--- src/rtl/core/mthw_pkg.sv ---
// Types and constants shared by the heartbeat watchdog modules
`timescale 1ns / 1ps
package mthw_pkg;

    localparam int NUM_TASKS = 7;
    localparam int TASK_W    = 3;
    localparam int REG_IDX_W = 3;
    localparam int ADDR_W    = REG_IDX_W + 2;

    localparam logic [TASK_W-1:0] NO_TASK = 3'd7;

    localparam logic [1:0] OP_BOOT      = 2'd0;
    localparam logic [1:0] OP_HEARTBEAT = 2'd1;
    localparam logic [1:0] OP_CHECK     = 2'd2;

    localparam logic [REG_IDX_W-1:0] REG_WDT_ENABLE     = 3'd0;
    localparam logic [REG_IDX_W-1:0] REG_RADIO_STALE    = 3'd1;
    localparam logic [REG_IDX_W-1:0] REG_BEACON_STALE   = 3'd2;
    localparam logic [REG_IDX_W-1:0] REG_POLL_STALE     = 3'd3;
    localparam logic [REG_IDX_W-1:0] REG_WEATHER_STALE  = 3'd4;
    localparam logic [REG_IDX_W-1:0] REG_CONSOLE_STALE  = 3'd5;
    localparam logic [REG_IDX_W-1:0] REG_MAX_REBOOTS    = 3'd6;
    localparam logic [REG_IDX_W-1:0] REG_HEALTHY_UPTIME = 3'd7;

    localparam logic [31:0] RST_RADIO_STALE    = 32'd90000;
    localparam logic [31:0] RST_BEACON_STALE   = 32'd30000;
    localparam logic [31:0] RST_POLL_STALE     = 32'd15000;
    localparam logic [31:0] RST_WEATHER_STALE  = 32'd30000;
    localparam logic [31:0] RST_CONSOLE_STALE  = 32'd10000;
    localparam logic [7:0]  RST_MAX_REBOOTS    = 8'd5;
    localparam logic [31:0] RST_HEALTHY_UPTIME = 32'd300000;

    localparam logic [7:0] COUNT_MAX = 8'd255;

    typedef struct packed {
        logic        wdt_enable;
        logic [31:0] radio_stale;
        logic [31:0] beacon_stale;
        logic [31:0] poll_stale;
        logic [31:0] weather_stale;
        logic [31:0] console_stale;
        logic [7:0]  max_reboots;
        logic [31:0] healthy_uptime;
    } t_cfg;

    typedef struct packed {
        logic              clr;
        logic              wr;
        logic [TASK_W-1:0] task_id;
        logic [31:0]       now;
    } t_tbl_req;

    typedef struct packed {
        logic              all_alive;
        logic [TASK_W-1:0] stale_task;
    } t_tbl_rsp;

    function automatic logic [31:0] limit_of(input t_cfg cfg, input logic [TASK_W-1:0] idx);
        logic [31:0] lim;
        unique case (idx)
            3'd0, 3'd1: lim = cfg.radio_stale;
            3'd2:       lim = cfg.beacon_stale;
            3'd3, 3'd4: lim = cfg.poll_stale;
            3'd5:       lim = cfg.weather_stale;
            default:    lim = cfg.console_stale;
        endcase
        return lim;
    endfunction

endpackage

--- src/rtl/core/mthw_cfg_regs.sv ---
// APB configuration registers of the heartbeat watchdog
`timescale 1ns / 1ps
module mthw_cfg_regs (
    input  logic                        i_clk,
    input  logic                        i_rst_n,
    input  logic                        psel,
    input  logic                        penable,
    input  logic                        pwrite,
    input  logic [mthw_pkg::ADDR_W-1:0] paddr,
    input  logic [31:0]                 pwdata,
    output logic [31:0]                 prdata,
    output mthw_pkg::t_cfg              o_cfg
);
    import mthw_pkg::*;

    t_cfg                 r_cfg;
    t_cfg                 n_cfg;
    logic                 wr_en;
    logic [REG_IDX_W-1:0] reg_idx;

    assign wr_en   = psel && penable && pwrite;
    assign reg_idx = paddr[ADDR_W-1:2];

    always_comb begin
        n_cfg = r_cfg;
        if (wr_en) begin
            unique case (reg_idx)
                REG_WDT_ENABLE:     n_cfg.wdt_enable     = pwdata[0];
                REG_RADIO_STALE:    n_cfg.radio_stale    = pwdata;
                REG_BEACON_STALE:   n_cfg.beacon_stale   = pwdata;
                REG_POLL_STALE:     n_cfg.poll_stale     = pwdata;
                REG_WEATHER_STALE:  n_cfg.weather_stale  = pwdata;
                REG_CONSOLE_STALE:  n_cfg.console_stale  = pwdata;
                REG_MAX_REBOOTS:    n_cfg.max_reboots    = pwdata[7:0];
                REG_HEALTHY_UPTIME: n_cfg.healthy_uptime = pwdata;
                default:            n_cfg = r_cfg;
            endcase
        end
    end

    always_comb begin
        unique case (reg_idx)
            REG_WDT_ENABLE:     prdata = {31'd0, r_cfg.wdt_enable};
            REG_RADIO_STALE:    prdata = r_cfg.radio_stale;
            REG_BEACON_STALE:   prdata = r_cfg.beacon_stale;
            REG_POLL_STALE:     prdata = r_cfg.poll_stale;
            REG_WEATHER_STALE:  prdata = r_cfg.weather_stale;
            REG_CONSOLE_STALE:  prdata = r_cfg.console_stale;
            REG_MAX_REBOOTS:    prdata = {24'd0, r_cfg.max_reboots};
            REG_HEALTHY_UPTIME: prdata = r_cfg.healthy_uptime;
            default:            prdata = 32'd0;
        endcase
    end

    always_ff @(posedge i_clk) begin
        if (!i_rst_n) begin
            r_cfg.wdt_enable     <= 1'b1;
            r_cfg.radio_stale    <= RST_RADIO_STALE;
            r_cfg.beacon_stale   <= RST_BEACON_STALE;
            r_cfg.poll_stale     <= RST_POLL_STALE;
            r_cfg.weather_stale  <= RST_WEATHER_STALE;
            r_cfg.console_stale  <= RST_CONSOLE_STALE;
            r_cfg.max_reboots    <= RST_MAX_REBOOTS;
            r_cfg.healthy_uptime <= RST_HEALTHY_UPTIME;
        end else begin
            r_cfg <= n_cfg;
        end
    end

    assign o_cfg = r_cfg;

endmodule

--- src/rtl/core/mthw_task_table.sv ---
// Heartbeat timestamps of the seven tasks and the first-stale search
`timescale 1ns / 1ps
module mthw_task_table (
    input  logic               i_clk,
    input  logic               i_rst_n,
    input  mthw_pkg::t_cfg     i_cfg,
    input  mthw_pkg::t_tbl_req i_req,
    output mthw_pkg::t_tbl_rsp o_rsp
);
    import mthw_pkg::*;

    logic [31:0]          r_last_seen [NUM_TASKS];
    logic [31:0]          n_last_seen [NUM_TASKS];
    logic [31:0]          age         [NUM_TASKS];
    logic [NUM_TASKS-1:0] stale_vec;
    logic [TASK_W-1:0]    first_stale;

    always_comb begin
        for (int i = 0; i < NUM_TASKS; i++) begin
            n_last_seen[i] = r_last_seen[i];
            if (i_req.clr) begin
                n_last_seen[i] = 32'd0;
            end else if (i_req.wr && i_req.task_id == TASK_W'(i)) begin
                n_last_seen[i] = i_req.now;
            end
        end
    end

    always_ff @(posedge i_clk) begin
        if (!i_rst_n) begin
            for (int i = 0; i < NUM_TASKS; i++) begin
                r_last_seen[i] <= 32'd0;
            end
        end else begin
            for (int i = 0; i < NUM_TASKS; i++) begin
                r_last_seen[i] <= n_last_seen[i];
            end
        end
    end

    // zero stamp: task never started, never stale
    always_comb begin
        for (int i = 0; i < NUM_TASKS; i++) begin
            age[i]       = i_req.now - r_last_seen[i];
            stale_vec[i] = (r_last_seen[i] != 32'd0)
                && (age[i] > limit_of(i_cfg, TASK_W'(i)));
        end
    end

    always_comb begin
        first_stale = NO_TASK;
        for (int i = NUM_TASKS - 1; i >= 0; i--) begin
            if (stale_vec[i]) begin
                first_stale = TASK_W'(i);
            end
        end
    end

    assign o_rsp.stale_task = first_stale;
    assign o_rsp.all_alive  = ~|stale_vec;

endmodule

--- src/rtl/core/mthw_core.sv ---
// Input register, boot and health state, and result register
`timescale 1ns / 1ps
module mthw_core (
    input  logic                        i_clk,
    input  logic                        i_rst_n,
    input  logic                        i_in_valid,
    output logic                        o_in_ready,
    input  logic [1:0]                  i_opcode,
    input  logic [mthw_pkg::TASK_W-1:0] i_task_id,
    input  logic [31:0]                 i_now_ms,
    input  logic                        i_was_watchdog_reset,
    output logic                        o_out_valid,
    input  logic                        i_out_ready,
    output logic                        o_feed,
    output logic                        o_armed,
    output logic                        o_all_alive,
    output logic [mthw_pkg::TASK_W-1:0] o_stale_task,
    output logic [7:0]                  o_wdt_reboots,
    output logic                        o_healthy_reached,
    input  mthw_pkg::t_cfg              i_cfg,
    output mthw_pkg::t_tbl_req          o_tbl_req,
    input  mthw_pkg::t_tbl_rsp          i_tbl_rsp
);
    import mthw_pkg::*;

    logic              r_in_valid;
    logic [1:0]        r_in_opcode;
    logic [TASK_W-1:0] r_in_task_id;
    logic [31:0]       r_in_now;
    logic              r_in_wdt_reset;

    logic [7:0]        r_count;
    logic [7:0]        n_count;
    logic              r_armed;
    logic              n_armed;
    logic              r_healthy;
    logic              n_healthy;
    logic [31:0]       r_boot_time;
    logic [31:0]       n_boot_time;

    logic              r_out_valid;
    logic              r_out_feed;
    logic              r_out_all_alive;
    logic [TASK_W-1:0] r_out_stale_task;

    logic              stage_go;
    logic              res_feed;
    logic              res_alive;
    logic [TASK_W-1:0] res_stale;
    logic [7:0]        boot_count;
    logic [31:0]       uptime;

    assign stage_go   = r_in_valid && (!r_out_valid || i_out_ready);
    assign o_in_ready = !r_in_valid || stage_go;
    assign uptime     = r_in_now - r_boot_time;

    always_comb begin
        boot_count = r_count;
        if (!r_in_wdt_reset) begin
            boot_count = 8'd0;
        end else if (r_count != COUNT_MAX) begin
            boot_count = r_count + 8'd1;
        end
    end

    always_comb begin
        n_count     = r_count;
        n_armed     = r_armed;
        n_healthy   = r_healthy;
        n_boot_time = r_boot_time;
        res_feed    = 1'b0;
        res_alive   = 1'b0;
        res_stale   = NO_TASK;
        unique case (r_in_opcode)
            OP_BOOT: begin
                n_boot_time = r_in_now;
                n_healthy   = 1'b0;
                if (i_cfg.wdt_enable) begin
                    n_count = boot_count;
                    n_armed = (boot_count <= i_cfg.max_reboots);
                end else begin
                    n_armed = 1'b0;
                end
            end
            OP_CHECK: begin
                res_alive = i_tbl_rsp.all_alive;
                res_stale = i_tbl_rsp.stale_task;
                res_feed  = r_armed && i_tbl_rsp.all_alive;
                if (res_feed && !r_healthy && uptime >= i_cfg.healthy_uptime) begin
                    n_healthy = 1'b1;
                    n_count   = 8'd0;
                end
            end
            default: begin
                n_count = r_count;
            end
        endcase
    end

    assign o_tbl_req.clr     = stage_go && (r_in_opcode == OP_BOOT);
    assign o_tbl_req.wr      = stage_go && (r_in_opcode == OP_HEARTBEAT);
    assign o_tbl_req.task_id = r_in_task_id;
    assign o_tbl_req.now     = r_in_now;

    always_ff @(posedge i_clk) begin
        if (!i_rst_n) begin
            r_in_valid <= 1'b0;
        end else if (o_in_ready) begin
            r_in_valid <= i_in_valid;
        end
    end

    always_ff @(posedge i_clk) begin
        if (i_in_valid && o_in_ready) begin
            r_in_opcode    <= i_opcode;
            r_in_task_id   <= i_task_id;
            r_in_now       <= i_now_ms;
            r_in_wdt_reset <= i_was_watchdog_reset;
        end
    end

    always_ff @(posedge i_clk) begin
        if (!i_rst_n) begin
            r_count     <= 8'd0;
            r_armed     <= 1'b0;
            r_healthy   <= 1'b0;
            r_boot_time <= 32'd0;
        end else if (stage_go) begin
            r_count     <= n_count;
            r_armed     <= n_armed;
            r_healthy   <= n_healthy;
            r_boot_time <= n_boot_time;
        end
    end

    always_ff @(posedge i_clk) begin
        if (!i_rst_n) begin
            r_out_valid <= 1'b0;
        end else if (stage_go) begin
            r_out_valid <= 1'b1;
        end else if (i_out_ready) begin
            r_out_valid <= 1'b0;
        end
    end

    always_ff @(posedge i_clk) begin
        if (stage_go) begin
            r_out_feed       <= res_feed;
            r_out_all_alive  <= res_alive;
            r_out_stale_task <= res_stale;
        end
    end

    // armed, count and healthy mirror state, which only moves with the result register
    assign o_out_valid       = r_out_valid;
    assign o_feed            = r_out_feed;
    assign o_armed           = r_armed;
    assign o_all_alive       = r_out_all_alive;
    assign o_stale_task      = r_out_stale_task;
    assign o_wdt_reboots     = r_count;
    assign o_healthy_reached = r_healthy;

endmodule

--- src/rtl/core/multi_task_heartbeat_watchdog.sv ---
// The result of an item is registered after acceptance, once the output is not stalled
// (input register, combinational evaluation, result register).
// Throughput: one item per cycle unless stalled; seven 32-bit age compares set the cycle.
// Reset (synchronous, active low): timestamps, reboot count, armed, healthy and boot time
// clear, both registers empty, configuration returns to its defaults.
`timescale 1ns / 1ps
module multi_task_heartbeat_watchdog (
    input  logic                        i_clk,
    input  logic                        i_rst_n,
    input  logic                        i_in_valid,
    output logic                        o_in_ready,
    input  logic [1:0]                  i_opcode,
    input  logic [mthw_pkg::TASK_W-1:0] i_task_id,
    input  logic [31:0]                 i_now_ms,
    input  logic                        i_was_watchdog_reset,
    output logic                        o_out_valid,
    input  logic                        i_out_ready,
    output logic                        o_feed,
    output logic                        o_armed,
    output logic                        o_all_alive,
    output logic [mthw_pkg::TASK_W-1:0] o_stale_task,
    output logic [7:0]                  o_wdt_reboots,
    output logic                        o_healthy_reached,
    input  logic                        psel,
    input  logic                        penable,
    input  logic                        pwrite,
    input  logic [mthw_pkg::ADDR_W-1:0] paddr,
    input  logic [31:0]                 pwdata,
    output logic [31:0]                 prdata,
    output logic                        pready
);
    import mthw_pkg::*;

    t_cfg     cfg;
    t_tbl_req tbl_req;
    t_tbl_rsp tbl_rsp;

    assign pready = 1'b1;

    mthw_cfg_regs u_cfg_regs (
        .i_clk   (i_clk),
        .i_rst_n (i_rst_n),
        .psel    (psel),
        .penable (penable),
        .pwrite  (pwrite),
        .paddr   (paddr),
        .pwdata  (pwdata),
        .prdata  (prdata),
        .o_cfg   (cfg)
    );

    mthw_task_table u_task_table (
        .i_clk   (i_clk),
        .i_rst_n (i_rst_n),
        .i_cfg   (cfg),
        .i_req   (tbl_req),
        .o_rsp   (tbl_rsp)
    );

    mthw_core u_core (
        .i_clk                (i_clk),
        .i_rst_n              (i_rst_n),
        .i_in_valid           (i_in_valid),
        .o_in_ready           (o_in_ready),
        .i_opcode             (i_opcode),
        .i_task_id            (i_task_id),
        .i_now_ms             (i_now_ms),
        .i_was_watchdog_reset (i_was_watchdog_reset),
        .o_out_valid          (o_out_valid),
        .i_out_ready          (i_out_ready),
        .o_feed               (o_feed),
        .o_armed              (o_armed),
        .o_all_alive          (o_all_alive),
        .o_stale_task         (o_stale_task),
        .o_wdt_reboots        (o_wdt_reboots),
        .o_healthy_reached    (o_healthy_reached),
        .i_cfg                (cfg),
        .o_tbl_req            (tbl_req),
        .i_tbl_rsp            (tbl_rsp)
    );

endmodule

--- config.mk ---
export PLATFORM = sky130hd
export DESIGN_NAME = multi_task_heartbeat_watchdog
export DESIGN_NICKNAME = d
export VERILOG_FILES = /design/src/rtl/core/mthw_pkg.sv /design/src/rtl/core/mthw_cfg_regs.sv /design/src/rtl/core/mthw_task_table.sv /design/src/rtl/core/mthw_core.sv /design/src/rtl/core/multi_task_heartbeat_watchdog.sv
export SDC_FILE = /design/constraint.sdc
export NUM_CORES = 2
export LEC_CHECK = 0
export BUFFER_PORTS_ARGS = -buffer_cell sky130_fd_sc_hd__clkbuf_2
export CORE_MARGIN = 3
export CORE_UTILIZATION = 50
export CTS_BUF_LIST = sky130_fd_sc_hd__clkbuf_8
export CTS_CLUSTER_SIZE = 28
export DETAILED_ROUTE_END_ITERATION = 10
export PLACE_DENSITY = 0.66
export SYNTH_ARGS = -nofsm -noshare
export SYNTH_HDL_FRONTEND = slang
export SYNTH_SLANG_ARGS = --single-unit
--- constraint.sdc ---
create_clock -name i_clk -period 7.7 [get_ports i_clk]
set_input_delay 0.385 -clock i_clk [delete_from_list [all_inputs] [get_ports i_clk]]
set_output_delay 0.385 -clock i_clk [all_outputs]
set_load 0.1 [all_outputs]
==> impl_results.md <==
* Vias at 36.1k
* Die height at 285 um
* Routed WL per cell at 20.0 um
* Slew headroom at 21.5%
* Die X at 285 um
* Critical path data arrival time at 7.20 ns
* Switching share of power at 31.7%
* Cell Area, Synth at 0.0388 mm^2
* Share of cells above drive strength 1 at 7.63%
* Clock Latency Late Sink at 0.73 ns
* Sequential share of power at 39.0%
* Std cell rows at 101
* Final Setup Violations at 0
* DRC errors left at 0
* Yosys top cell area share at 24.2%
* CTS buffer count at 97
* Vias in the first global route at 34.0k
* Worst hold stages at 3
* Reg2Reg Depth at 25
* Crit share post-route at 87.9%
* Port Buffer Count at 128
* Crit path time final at 6.77 ns
* EDFF count, synth at 43
* Worst R2R Start: u_core.r_in_now[0]
* Synth Register Bits at 512
* Synthesized Nets at 5648
* Unrepaired setup endpoints after global routing: false
* H-tree depth at 3
* Routability cong. at 0.979
* Worst Skew at 0.0450 ns
* Final instance area at 0.0432 mm^2
* Final HPWL DP at 97.0 mm
* RR Endpoint: u_core.o_stale_task[0]
* # clock sinks at 512
* Worst slew pin tran at 1.18 ns
* Initial cell density of the core at 50.7%
* Max Freq at 148 MHz
* CORE AREA at 0.0765 mm^2
* Post-CTS setup buffers at 0
* Post-Route WL at 127 mm
* Setup crit start: u_core.r_in_now[0]
* Clock Path Buffers at 3
* Internal power at 4.87 mW
* Initial antenna violation count at 3
* Leading area contributor after synthesis: dfxtp_1
* Leakage at 16.8 nW
* Sequential fraction of the synthesis area at 27.5%
* Initial drt markers at 3327
* Final Hold Viols at 0
* Power share of the clock group at 39.7%
* Final core occ at 56.6%
* Hold WS at 0.0739 ns
* Comb pwr share at 21.3%
* Switching power at 2.26 mW
* Clk root buf: clkbuf_8
* Ys flop type: dfxtp_1
* Cell count after synthesis at 5045
* Setup_tns at 0 ns
* Post-CTS Resized at 0
* Flop2flop setup slack at 0.93 ns
* CP Max Fanout at 9
* Die area at 0.0810 mm^2
* WS Path Type: register to register
* Maximum Capacitance Violations at 0
* Area growth syn-to-layout at 11.5%
* Global-route wire length before repair at 192 mm
* Grt ovf at 0
* Setup crit end: u_core.o_stale_task[0]
* P per Cell Area at 165 mW/mm^2
* Ys Warns at 0
* Post-route ant nets at 0
* Fillers at 7325
* IO Count at 132
* Fin. max-slew vios at 0
* Nets at 5805
* Total track usage at 30.3%
* Startpoint types: register
* Critical path capture point type: register
* Async S/R FF share, synth at 0%
* Initial DRT Pass Iterations at 8
* Post-synthesis cell type count at 94
* CTS tree: built
* Pin count of the biggest net entering global routing at 167
* Worst IR drop on VDD at 137 uV
* Synthesized area per cell at 7.69 um^2
* Cell Area, Placed at 0.0405 mm^2
* Tot Pwr at 7.14 mW
* Synth top area cells: dfxtp_1 24%, ha_1 17%, nand2_1 9.6%
* CP required at 8.13 ns
* Vias per cell at 5.72
* Hold Path Class: input pin to register
* Clk pin slew, worst setup/hold paths at 0.06 ns
* Status: finished clean
## what timing repair did
item                       4_1_cts  5_1_grt
hold buffers                    70        0
hold endpoints to repair       219        0
setup endpoints to repair        0        0
## area by class of cell
cell class	instances	area (um^2)	area share [%]
inverter	505	1900	4.38
antenna	6	15.0	0.0347
sequential	512	10700	24.7
timing repair buffer	267	1880	4.34
tap	1030	1290	2.98
multi-input combinational	3819	25400	58.8
clock buffer	118	1620	3.76
clock inverter	60	412	0.952
## worst min path at each step
stage	from	endpoint
global placement	u_cfg_regs.o_cfg[169]	u_cfg_regs.o_cfg[169]
floorplan	u_cfg_regs.o_cfg[169]	u_cfg_regs.o_cfg[169]
detailed placement	u_core.r_boot_time[4]	u_core.r_boot_time[4]
global route	pwdata[7]	u_cfg_regs.o_cfg[79]
finish	pwdata[7]	u_cfg_regs.o_cfg[47]
CTS	pwdata[1]	u_cfg_regs.o_cfg[41]
## state kept, by name (all words and copies together), names as in the netlist
name and count:
u_cfg_regs.o_cfg 201, u_core.o_all_alive 1, u_core.o_armed 1, u_core.o_feed 1
u_core.o_healthy_reached 1, u_core.o_out_valid 1, u_core.o_stale_task 3, u_core.o_wdt_reboots 8
u_core.r_boot_time 32, u_core.r_in_now 32, u_core.r_in_opcode 2, u_core.r_in_task_id 3
u_core.r_in_valid 1, u_core.r_in_wdt_reset 1, u_task_table.r_last_seen 224
## metal layers
metal / share of wire (%) / GRT usage, %
met1: 45 / 41.3
met2: 45 / 49.5
met3: 7.9 / 4.69
met4: 2.9 / 8.77
met5: 0 / 0
## cell usage after synthesis, drive strengths merged (6+ instances only)
cell type	n
xor2	58
nand2	994
ha	513
o21a	51
a211oi	24
a221o	12
nand4	78
or3	6
fa	8
mux2i	21
a2111oi	8
xnor2	170
or2	13
buf	11
a21oi	463
a22oi	82
nand3b	8
dfxtp	469
and4	16
a21o	207
o41ai	12
o211ai	61
o21bai	32
a31oi	20
o31ai	19
a31o	10
clkbuf	198
nor4	67
nor2	174
and3	38
a221oi	9
edfxtp	43
o21ai	141
nand2b	41
nand3	84
a211o	6
a21boi	187
nor3	42
and2	18
nor2b	57
a41oi	6
inv	505
## power groups by stage
stage	sequential, mW	combinational, mW	clock (mW)
final	2.78	1.52	2.83
after floorplan	2.82	1.09	0
after detailed placement	2.84	1.47	0
after global placement	2.84	1.45	0
after CTS	2.78	1.51	2.90
after global routing	2.79	1.69	3.00
## cell usage in the layout (no fill, tap or decap), drive strengths merged, types with 32 or more instances in the layout
| master | instances |
|---|---|
| nand2b | 41 |
| a22oi | 82 |
| nor2b | 57 |
| a21oi | 463 |
| xor2 | 58 |
| nor4 | 67 |
| a21o | 207 |
| edfxtp | 43 |
| dfxtp | 469 |
| clkbuf | 245 |
| o21bai | 32 |
| nor3 | 42 |
| inv | 536 |
| nand4 | 78 |
| ha | 513 |
| o21a | 51 |
| a21boi | 187 |
| dlygate4sd3 | 70 |
| nor2 | 174 |
| o211ai | 61 |
| nand2 | 994 |
| o21ai | 141 |
| buf | 70 |
| nand3 | 84 |
| and3 | 38 |
| xnor2 | 170 |
## through the flow
| step | setup WS (ns) | instances |
|---|---|---|
| 2_1_floorplan | 2.20 | 5045 |
| 3_3_place_gp | 1.12 | 6063 |
| 3_5_place_dp | 0.988 | 6063 |
| 4_1_cts | 0.984 | 6311 |
| 5_1_grt | 0.594 | 6313 |
| 6_report | 0.934 | 6317 |
## logic make-up (layout without fill, tap and decap cells)
group           Yosys count  count (layout)  synth area share [%]
buf+inv                 714             950                  7.04
xor+xnor                228             228                  5.15
flops                   512             512                  27.5
simple gates           1657            1657                  19.1
other cells               1               7               0.00967
mux                      22              22                 0.600
fa+ha+maj               521             521                  17.0
compound gates         1390            1390                  23.6
## critical path, stage by stage, from the launching register on
cell      delay (ns)
edfxtp_1        0.58
inv_1           0.27
buf_4           0.25
ha_1            0.22
inv_1           0.07
fa_1            0.20
a21o_1          0.13
a21o_1          0.14
a21oi_1         0.09
o21ai_1         0.32
o211ai_1        0.19
a21oi_1         0.34
o221ai_1        0.29
o31ai_1         0.48
a31oi_1         0.18
xnor2_1         0.15
ha_1            0.29
and4_1          0.22
nand2_1         0.09
nor3_1          0.60
o41ai_1         0.18
a211o_1         0.41
nand2b_1        0.18
a21bo_1         0.19
a21bo_2         0.21
a21o_1          0.22
No activity file was read; power rests on OpenSTA's default activity.
